--- src/rtl/vda_pkg.sv ---
// Package for the vector distance accumulator: shared constants, types and codes.
// Depends on nothing.
package vda_pkg;
  localparam int unsigned MaxDim    = 4096;
  localparam int unsigned ElemWidth = 16;
  localparam int unsigned AccWidth  = 48;
  localparam int unsigned CntWidth  = $clog2(MaxDim + 1);
  localparam int unsigned FracBits  = 24;

  localparam logic [1:0] MetricL2  = 2'd0;
  localparam logic [1:0] MetricDot = 2'd1;
  localparam logic [1:0] MetricCos = 2'd2;

  localparam logic [AccWidth-1:0] AccMax = {1'b0, {(AccWidth-1){1'b1}}};
  localparam logic [AccWidth-1:0] AccMin = {1'b1, {(AccWidth-1){1'b0}}};

  typedef struct packed {
    logic acc_en;      // accumulate the staged products
    logic clear;       // clear the accumulators
    logic mul_start;   // start norm product
    logic sqrt_start;  // start square root
    logic div_start;   // start quotient
    logic out_load;    // load output register
  } vda_cmd_t;

  typedef struct packed {
    logic mul_done;
    logic sqrt_done;
    logic div_done;
    logic zero;
  } vda_sts_t;
endpackage

--- src/rtl/vda_ctrl.sv ---
// Controller: sequences accumulation, closes vectors, runs the cosine back end.
// Depends on vda_pkg.
module vda_ctrl (
  input  logic              clk_i,
  input  logic              rst_ni,
  input  logic              in_valid_i,
  output logic              in_ready_o,
  input  logic              last_i,
  output logic              out_valid_o,
  input  logic              out_ready_i,
  input  logic [1:0]        metric_i,
  output logic              take_o,
  output vda_pkg::vda_cmd_t cmd_o,
  input  vda_pkg::vda_sts_t sts_i
);
  import vda_pkg::*;

  localparam logic [2:0] StIdle = 3'd0;
  localparam logic [2:0] StAcc  = 3'd1;
  localparam logic [2:0] StMul  = 3'd2;
  localparam logic [2:0] StSqrt = 3'd3;
  localparam logic [2:0] StDiv  = 3'd4;
  localparam logic [2:0] StOut  = 3'd5;
  localparam logic [2:0] StChk  = 3'd6;

  logic [2:0] state_q, state_d;
  logic [CntWidth-1:0] cnt_q, cnt_d;
  logic close_q, close_d, ovld_q, ovld_d;
  logic ready;

  assign ready = (state_q == StIdle);
  assign in_ready_o = ready;
  assign take_o = in_valid_i && ready;
  assign out_valid_o = ovld_q;

  always_comb begin
    state_d = state_q; cnt_d = cnt_q; close_d = close_q;
    ovld_d = ovld_q && !out_ready_i;
    cmd_o = '0;
    case (state_q)
      StIdle: if (take_o) begin
        state_d = StAcc;
        close_d = last_i || (cnt_q == CntWidth'(MaxDim - 1));
        cnt_d   = close_d ? '0 : cnt_q + 1'b1;
      end
      StAcc: begin
        cmd_o.acc_en = 1'b1;
        if (!close_q) state_d = StIdle;
        else if (metric_i == MetricCos) state_d = StChk;
        else state_d = StOut;
      end
      // norms are settled here
      StChk: begin
        if (sts_i.zero) state_d = StOut;
        else begin
          cmd_o.mul_start = 1'b1; state_d = StMul;
        end
      end
      StMul: if (sts_i.mul_done) begin
        cmd_o.sqrt_start = 1'b1; state_d = StSqrt;
      end
      StSqrt: if (sts_i.sqrt_done) begin
        cmd_o.div_start = 1'b1; state_d = StDiv;
      end
      StDiv: if (sts_i.div_done) state_d = StOut;
      StOut: if (!ovld_q || out_ready_i) begin
        cmd_o.out_load = 1'b1; cmd_o.clear = 1'b1;
        ovld_d = 1'b1; state_d = StIdle;
      end
      default: state_d = StIdle;
    endcase
  end

  always_ff @(posedge clk_i or negedge rst_ni) begin
    if (!rst_ni) begin
      state_q <= StIdle; cnt_q <= '0; close_q <= 1'b0; ovld_q <= 1'b0;
    end else begin
      state_q <= state_d; cnt_q <= cnt_d; close_q <= close_d; ovld_q <= ovld_d;
    end
  end
endmodule

--- config.mk ---
export PLATFORM = sky130hd
export DESIGN_NAME = vda_ctrl
export DESIGN_NICKNAME = d
export VERILOG_FILES = /design/src/rtl/vda_pkg.sv /design/src/rtl/vda_ctrl.sv
export SDC_FILE = /design/constraint.sdc
export NUM_CORES = 1
export LEC_CHECK = 0
export ABC_AREA = 1
export BUFFER_PORTS_ARGS = -buffer_cell sky130_fd_sc_hd__buf_2
export CORE_MARGIN = 10
export CORE_UTILIZATION = 50
export CTS_BUF_LIST = sky130_fd_sc_hd__clkbuf_8
export CTS_CLUSTER_SIZE = 12
export DETAILED_ROUTE_END_ITERATION = 8
export PLACE_DENSITY = 0.72
export SLEW_MARGIN = 10
export SYNTH_ARGS = -nofsm -noshare
export SYNTH_HDL_FRONTEND = slang
export SYNTH_SLANG_ARGS = --single-unit
--- constraint.sdc ---
create_clock -name clk_i -period 2.4 [get_ports clk_i]
set_input_delay 0.6 -clock clk_i [delete_from_list [all_inputs] [get_ports clk_i]]
set_output_delay 0.6 -clock clk_i [all_outputs]
set_load 0.005 [all_outputs]
# Word level (Yosys, flattened, before mapping)
# Index checks and enable logic that the tools add are counted.
# Widths: inputs -> output; s select.
totals:
  regBits: 18
  inputBits: 11
  out_inout_bits: 9
  elab_cells: 48
classes:
  n_addsub: 1
  eq_ne: 13
  muxes: 21
  reduce_logical: 9
op_table:
  columns: ["op", "n"]
  rows:
  - ["$mux 3", 7]
  - ["$pmux 3 s7", 1]
  - ["$add 13x1->13 const B", 1]
  - ["$eq 13x12->1 const B", 1]
  - ["$mux 13", 1]
  - ["$mux 1", 11]
  - ["$ne 2x2->1 const B", 5]
  - ["$eq 3x3->1 const B", 3]
  - ["$eq 3x2->1 const B", 2]
  - ["$reduce_and 5->1", 1]
  - ["$eq 3x1->1 const B", 1]
  - ["$logic_not 3->1", 1]
  - ["$eq 2x2->1 const B", 1]
  - ["$logic_and 1x1->1", 2]
  - ["$logic_not 1->1", 2]
  - ["$logic_or 1x1->1", 2]
  - ["$mux 2", 1]
  - ["$reduce_and 2->1", 1]

# Logic depth before layout (Yosys ltp)
# Gate-level depths: netlist (run 1).
depth:
  ltp_word: 4
  depth_mapped: 9
  mapped_depth_nobuf: 9

# Worst setup path after synthesis (run 1)
# OpenSTA, ideal clock, no wires.
synth_timing:
  kind: "input-to-output"
  start: "in out_ready_i"
  end: "out cmd_o[4] (netlist name)"
  arrival_time_ns: 0.918
  t_required_ns: 1.800
  slack_ns: 0.882
  path_stages: 3
  n_path_buf: 1
  cell_sequence: "nor2_1 > nor2_1 > buf_4"
synth_lines:
  columns: ["element", "line_no", "source"]
  rows:
  - ["start: declaration", "vda_ctrl.sv:10", "input logic out_ready_i,"]
  - ["end: declaration", "vda_ctrl.sv:13", "output vda_pkg::vda_cmd_t cmd_o,"]

# Worst setup path after layout (run 1)
layout_timing:
  start: "reg state_q[1]"
  end: "out take_o"
layout_via:
  elab_chain_len: 2
layout_lines:
  columns: ["element", "line_no", "source"]
  rows:
  - ["start: declaration", "vda_ctrl.sv:26", "logic [2:0] state_q, state_d;"]
  - ["start signal: assignment", "vda_ctrl.sv:78", "state_q <= state_d; cnt_q <= cnt_d; close_q <= close_d; ovld_q <= ovld_d;"]
  - ["$logic_not 3->1", "vda_ctrl.sv:31", "assign ready = (state_q == StIdle);"]
  - ["$logic_and 1x1->1", "vda_ctrl.sv:33", "assign take_o = in_valid_i && ready;"]
  - ["end: declaration", "vda_ctrl.sv:12", "output logic take_o,"]
# No other way between the ends.

==> impl_metrics.tcl, run 1 <==
set metrics [dict create \
    dp_slack_ns 0.665 \
    cap_viol_max_count 0 \
    regArea_um2 450 \
    gp_congestion 0.858 \
    numCtsBuffers 3 \
    dpl.cell_count 216 \
    fin_ws_ns 0.474 \
    reg2regPathDepth 8 \
    drtIter0Drc 79 \
    drc 0 \
    slowest_delay_ns 0.47 \
    die_w_um 68.3 \
    hold_path.class "in2async" \
    multi_input_area_um2 601 \
    finalSetupViolCount 0 \
    ctsHoldBuffers 0 \
    row_count 17 \
    synth_seq_cells 18 \
    clock_path_buffers 2 \
    yosys_most_used_dff "dfrtp_1" \
    max_slew_margin_pct 74.2 \
    avgSynthCellArea_um2 6.83 \
    coreArea_mm2 0.00221 \
    synth-edff-count 0 \
    synth_fp_nets 183 \
    numClockSinks 18 \
    synth_common_cells "nand2_1 (55), nor2_1 (28), inv_1 (22), dfrtp_1 (18), nand3_1 (13)" \
    synth_top_family_by_area "simple AND/OR/NAND/NOR gates" \
    min_period_ns 1.93 \
    die_h_um 68.3 \
    first_pass_iters 4 \
    p_seq_share_pct 42.9 \
    clk_pin_slew_ns 0.06 \
    yosys.area_share.simple_pct 44.7 \
    pwr-share-comb_pct 38.8 \
    critPathBufInv 2 \
    tns_ns 0 \
    worstReg2RegEnd "cnt_q[8]" \
    clkPwrFrac_pct 18.2 \
    critPathMaxFanout 10 \
    nets 205 \
    netlist_instances 171 \
    ys_seq_area_share_pct 38.6 \
    async_flop_share_pct 100 \
    grt_pass1_wl_mm 4.30 \
    postLayoutCoreUtil_pct 59.7 \
    p_per_area_mw_per_mm2 839 \
    start_util_pct 52.8 \
    fmax_ghz 0.519 \
    worstSetupPathType "reg2out" \
    final_cells 219 \
    synth_xor_area_share_pct 1.50 \
    synth.area.top_cells "dfrtp_1 (39%), nand2_1 (18%), nor2_1 (9.0%), inv_1 (7.1%), nand3_1 (5.6%)" \
    antenna_found_initial 0 \
    wirelength_mm 2.48 \
    root_buffer "clkbuf_8" \
    cts_tree "done" \
    skew_ns 0.00124 \
    period_share_pct 80.2 \
    switching_power_mw 0.456 \
    yosys.area.top_type "dfrtp_1" \
    synth-compound-area-share_pct 4.18 \
    htreeDepth 1 \
    endpoint_kind "output port" \
    cts_setup_buffers 0 \
    ant_nets 0 \
    reg2reg_from "cnt_q[0]" \
    hold_viol_final 0 \
    r2r_setup_slack_ns 0.90 \
    leakage_nw 0.714 \
    die_area_mm2 0.00467 \
    grt_remaining_overflow 0 \
    cts_resized 0 \
    antennaDiodeCount 0 \
    fillers 221 \
    status "completed" \
    worstMarginPinSlew_ns 0.387 \
    yosysWarnings 0 \
    cp_data_required_time_ns 1.80 \
    slowest_stage "dfrtp_1" \
    total_power_mw 1.11 \
    rsz0062_at_grt "no" \
    grt_pass1_vias 1018 \
    io_pins 20 \
    ys_types 19 \
    wire_per_inst_um 11.3 \
    vias_per_cell 4.91 \
    dpl.hpwl_mm 1.98 \
    grt_max_degree 19 \
    p_int_mw 0.652 \
    vias 1076 \
    drive_above_1_share_pct 16.2 \
    peakVddDrop_v 0.000629 \
    muxShareOfSynthArea_pct 0 \
    syn-cell-area_mm2 0.00117 \
    synth_top_area_share_pct 38.6 \
    synth.most_common_cell "nand2_1" \
    clk_latency_ns 0.25 \
    port_buffers 19 \
    cp_top_family "flip-flops" \
    cp_cell_sequence "nor2_4, nand3_4, inv_2, buf_2" \
    slew_violations 0 \
    grt.total_usage_pct 11.7 \
    critPathLaunchType "flop" \
    yosys.area_share.adder_pct 1.07 \
    switching_share_pct 41.1 \
    critPathLaunch "state_q[1]" \
    critPathArrivalTime_ns 1.33 \
    area_growth_syn_to_layout_pct 13.1 \
]
stage by stage:
| stage | hold slack [ns] | cell area, um^2 |
|---|---|---|
| after detailed placement | 0.515 | 1280 |
| after global placement | 0.499 | 1280 |
| after global routing | 0.285 | 1320 |
| after floorplan | 0.304 | 1170 |
| final | 0.264 | 1320 |
| after CTS | 0.281 | 1320 |
cell type report:
cell class              count  area share, %
multi-input cells         125           45.5
flip-flops and latches     18           34.1
inverters                  26           7.39
repair buffers             19           7.20
clock buffers               3           3.13
well taps                  28           2.65
power groups by stage:
stage               Sequential (mW)  Clock [mW]  Combinational (mW)
detailed placement            0.477           0               0.437
global route                  0.488       0.224               0.505
global placement              0.475           0               0.424
finish                        0.476       0.202               0.430
floorplan                     0.444           0               0.348
CTS                           0.473       0.209               0.438
layer usage:
metal	global-route usage, %	vias to the layer above	share of wire (%)
li1	-	580	-
met5	0	-	0
met3	3.43	6	7.2
met2	20.8	27	48
met1	12.6	463	43
met4	5.03	0	1.7
cell families (layout without fill, tap and decap cells):
family,Yosys count,count (layout)
buf+inv,28,48
simple gates,113,113
fa+ha+maj,1,1
flops,18,18
compound gates,9,9
xor+xnor,2,2
layout by cell type (no fill, tap or decap), drive strengths merged:
cell type  synthesis  layout
dfrtp             18      18
nor3               2       2
nand3b             4       4
a21boi             1       1
inv               26      26
nand4              6       6
o22ai              1       1
nor2              30      30
nand2             55      55
o21ai              7       7
ha                 1       1
buf                2      19
xnor2              2       2
nand3             16      16
clkbuf             0       3
flip-flops by register name, summed over array words and instances (netlist names):
| register | count |
|---|---|
| cnt_q | 13 |
| state_q | 3 |
| close_q | 1 |
| out_valid_o | 1 |
worst max-delay path by stage:
stage	to	slack [ns]	cells past startpoint
2_1_floorplan	cmd_o[4]	0.88	3
3_3_place_gp	take_o	0.68	4
3_5_place_dp	take_o	0.66	4
4_1_cts	take_o	0.46	4
5_1_grt	cmd_o[5]	0.37	3
6_report	take_o	0.47	4
(Power assumes the default switching activity.)
==> inputs of run 2 (changes only) <==
--- a/config.mk
+++ b/config.mk
@@ -5,14 +5,14 @@
 export SDC_FILE = /design/constraint.sdc
 export NUM_CORES = 1
 export LEC_CHECK = 0
-export ABC_AREA = 1
+export ABC_AREA = 0
 export BUFFER_PORTS_ARGS = -buffer_cell sky130_fd_sc_hd__buf_2
 export CORE_MARGIN = 10
 export CORE_UTILIZATION = 50
 export CTS_BUF_LIST = sky130_fd_sc_hd__clkbuf_8
 export CTS_CLUSTER_SIZE = 12
 export DETAILED_ROUTE_END_ITERATION = 8
-export PLACE_DENSITY = 0.72
+export PLACE_DENSITY = 0.76
 export SLEW_MARGIN = 10
 export SYNTH_ARGS = -nofsm -noshare
 export SYNTH_HDL_FRONTEND = slang
==> constraint.sdc (replaced) <==
create_clock -name clk_i -period 1.7 [get_ports clk_i]
set_input_delay 0.425 -clock clk_i [delete_from_list [all_inputs] [get_ports clk_i]]
set_output_delay 0.425 -clock clk_i [all_outputs]
set_load 0.005 [all_outputs]
==> impl_metrics.tcl, run 2 <==
set metrics [dict create \
    mostFrequentLayoutCells "dfrtp_1 (18), buf_2 (18), buf_4 (18)" \
    tns_ns -0.271 \
    clk_latency_ns 0.25 \
    netlist_instances 122 \
    ys_seq_area_share_pct 41.1 \
    die_h_um 66.8 \
    grt.total_usage_pct 13.2 \
    yosysWarnings 0 \
    synth_top_area_share_pct 41.1 \
    wirelength_mm 2.95 \
    antennaDiodeCount 0 \
    violations "negative setup slack" \
    coreArea_mm2 0.00202 \
    first_pass_iters 4 \
    final_cells 185 \
    period_share_pct 106 \
    critPathBufInv 2 \
    yosys.area.top_type "dfrtp_1" \
    drive_above_1_share_pct 38.6 \
    fin_ws_ns -0.107 \
    finalInstanceArea_mm2 0.00148 \
    nets 171 \
    p_per_area_mw_per_mm2 1430 \
    htreeDepth 1 \
    cts_tree "done" \
    min_period_ns 1.81 \
    io_pins 20 \
    drc 0 \
    ys_types 35 \
    yosys.area_share.adder_pct 1.14 \
    gp_congestion 0.903 \
    grt_remaining_overflow 0 \
    grt_pass1_vias 1054 \
    ant_nets 0 \
    max_slew_margin_pct 70.1 \
    die_w_um 66.8 \
    ctsHoldBuffers 0 \
    placed_area_mm2 0.00129 \
    hold_ws_ns 0.0876 \
    status "finished, violations left" \
    cp_data_required_time_ns 1.27 \
    hold_viol_final 0 \
    grt_max_degree 19 \
    fmax_ghz 0.553 \
    worstMarginPinSlew_ns 0.445 \
    async_flop_share_pct 100 \
    leakage_nw 0.673 \
    slowest_delay_ns 0.57 \
    start_util_pct 54.2 \
    critPathMaxFanout 2 \
    synth-edff-count 0 \
    avgSynthCellArea_um2 8.98 \
    dpl.hpwl_mm 2.03 \
    top_register "cnt_q" \
    top_regs "cnt_q x13, state_q x3" \
    cap_viol_max_count 0 \
    cp_cell_sequence "or4b_4, inv_4, buf_6" \
    synth_common_cells "dfrtp_1 (18), nand2_1 (14), o21ai_0 (10), a21oi_1 (7)" \
    yosys.area_share.simple_pct 21.0 \
    endpoint_kind "output port" \
    clk_pin_slew_ns 0.07 \
    drtIter0Drc 82 \
    vias_per_cell 5.84 \
    numCtsBuffers 3 \
    clock_path_buffers 2 \
    synth_seq_cells 18 \
    row_count 16 \
    peakVddDrop_v 0.000925 \
    syn-cell-area_mm2 0.00110 \
    synth.most_common_cell "dfrtp_1" \
    dp_slack_ns -0.0156 \
    dpl.cell_count 174 \
    root_buffer "clkbuf_8" \
    vias 1081 \
    synth_top_family_by_area "compound AO/OA/AOI/OAI gates" \
    grt_pass1_wl_mm 4.68 \
    port_buffers 19 \
    synth_xor_area_share_pct 0 \
    hold_path.class "in2async" \
    slew_violations 0 \
    antenna_found_initial 0 \
    numClockSinks 18 \
    critPathArrivalTime_ns 1.38 \
    wire_per_inst_um 15.9 \
    worstSetupPathType "reg2out" \
    skew_ns 0.00191 \
    rsz0062_at_grt "yes" \
    die_area_mm2 0.00446 \
    largest_reg_flops 13 \
    area_growth_syn_to_layout_pct 34.8 \
    yosys_most_used_dff "dfrtp_1" \
    synth_fp_nets 134 \
    synth.area.top_cells "dfrtp_1 (41%), nand2_1 (4.8%), o21ai_0 (4.6%), a21oi_1 (3.2%), mux2_2 (3.1%)" \
    muxShareOfSynthArea_pct 4.00 \
    synth-compound-area-share_pct 25.9 \
    slowest_stage "or4b_4" \
    finalSetupViolCount 4 \
    critPathLaunchType "flop" \
    cp_top_family "simple AND/OR/NAND/NOR gates" \
]
## run 2: final cells by class
type / instances / area, um^2
Sequential cell: 18 / 450
Clock buffer: 4 / 55.1
Multi-Input combinational cell: 89 / 636
Fill cell: 154 / 544
Timing Repair Buffer: 40 / 270
Tap cell: 27 / 33.8
Inverter: 7 / 32.5
## run 2: worst paths after layout
check                       startpoint          to  slack [ns]  cells past startpoint
max                         state_q[2]      take_o       -0.11                      3
min                             rst_ni    cnt_q[6]        0.09                      1
max reg2reg                 state_q[2]    cnt_q[9]       -0.01                      4
min reg2reg                  cnt_q[11]   cnt_q[11]        0.49                      1
max in group asynchronous       rst_ni  state_q[0]        1.33                      1
min in group clk_i         metric_i[0]  state_q[1]        0.48                      3
## run 2: timing repair
action / 4_1_cts / 5_1_grt
setup buffers: 2 / 5
setup endpoints to repair: 8 / 16
resized for setup: 4 / 14
pin swaps: 2 / 3
## run 2: worst register-to-register path: stages (launching register included)
cell	delay, ns
dfrtp_1	0.38
or4b_4	0.57
buf_4	0.17
o41ai_4	0.32
a22o_1	0.19
## run 2: where the power goes
part	leakage (nW)	total (mW)	switching [mW]	internal [mW]
registers	0.230	0.656	0.0955	0.560
logic	0.414	1.11	0.574	0.533
clock network	0.0288	0.347	0.141	0.206
## run 2: logic make-up after synthesis
kind of cell	Yosys count
AND/OR/NAND/NOR	44
AO/OA/AOI/OAI	40
flip-flops	18
buffers and inverters	15
multiplexers	4
adder cells (fa/ha/maj)	1
## run 2: through the flow
stage / power [mW] / util, %
after floorplan: 1.23 / -
after global placement: 1.49 / 63.7
after detailed placement: 1.52 / 63.7
after CTS: 1.93 / 68.4
after global routing: 2.27 / 73.1
final: 2.11 / 73.1
## run 2: layer usage
layer / part of all wire (%) / GRT usage, % / vias up / wire length, um
li1: - / - / 531 / -
met1: 40 / 14.3 / 509 / 1190
met2: 50 / 22.4 / 33 / 1470
met3: 7.7 / 4.52 / 8 / 226
met4: 2.2 / 6.02 / 0 / 65
met5: 0 / 0 / - / 0
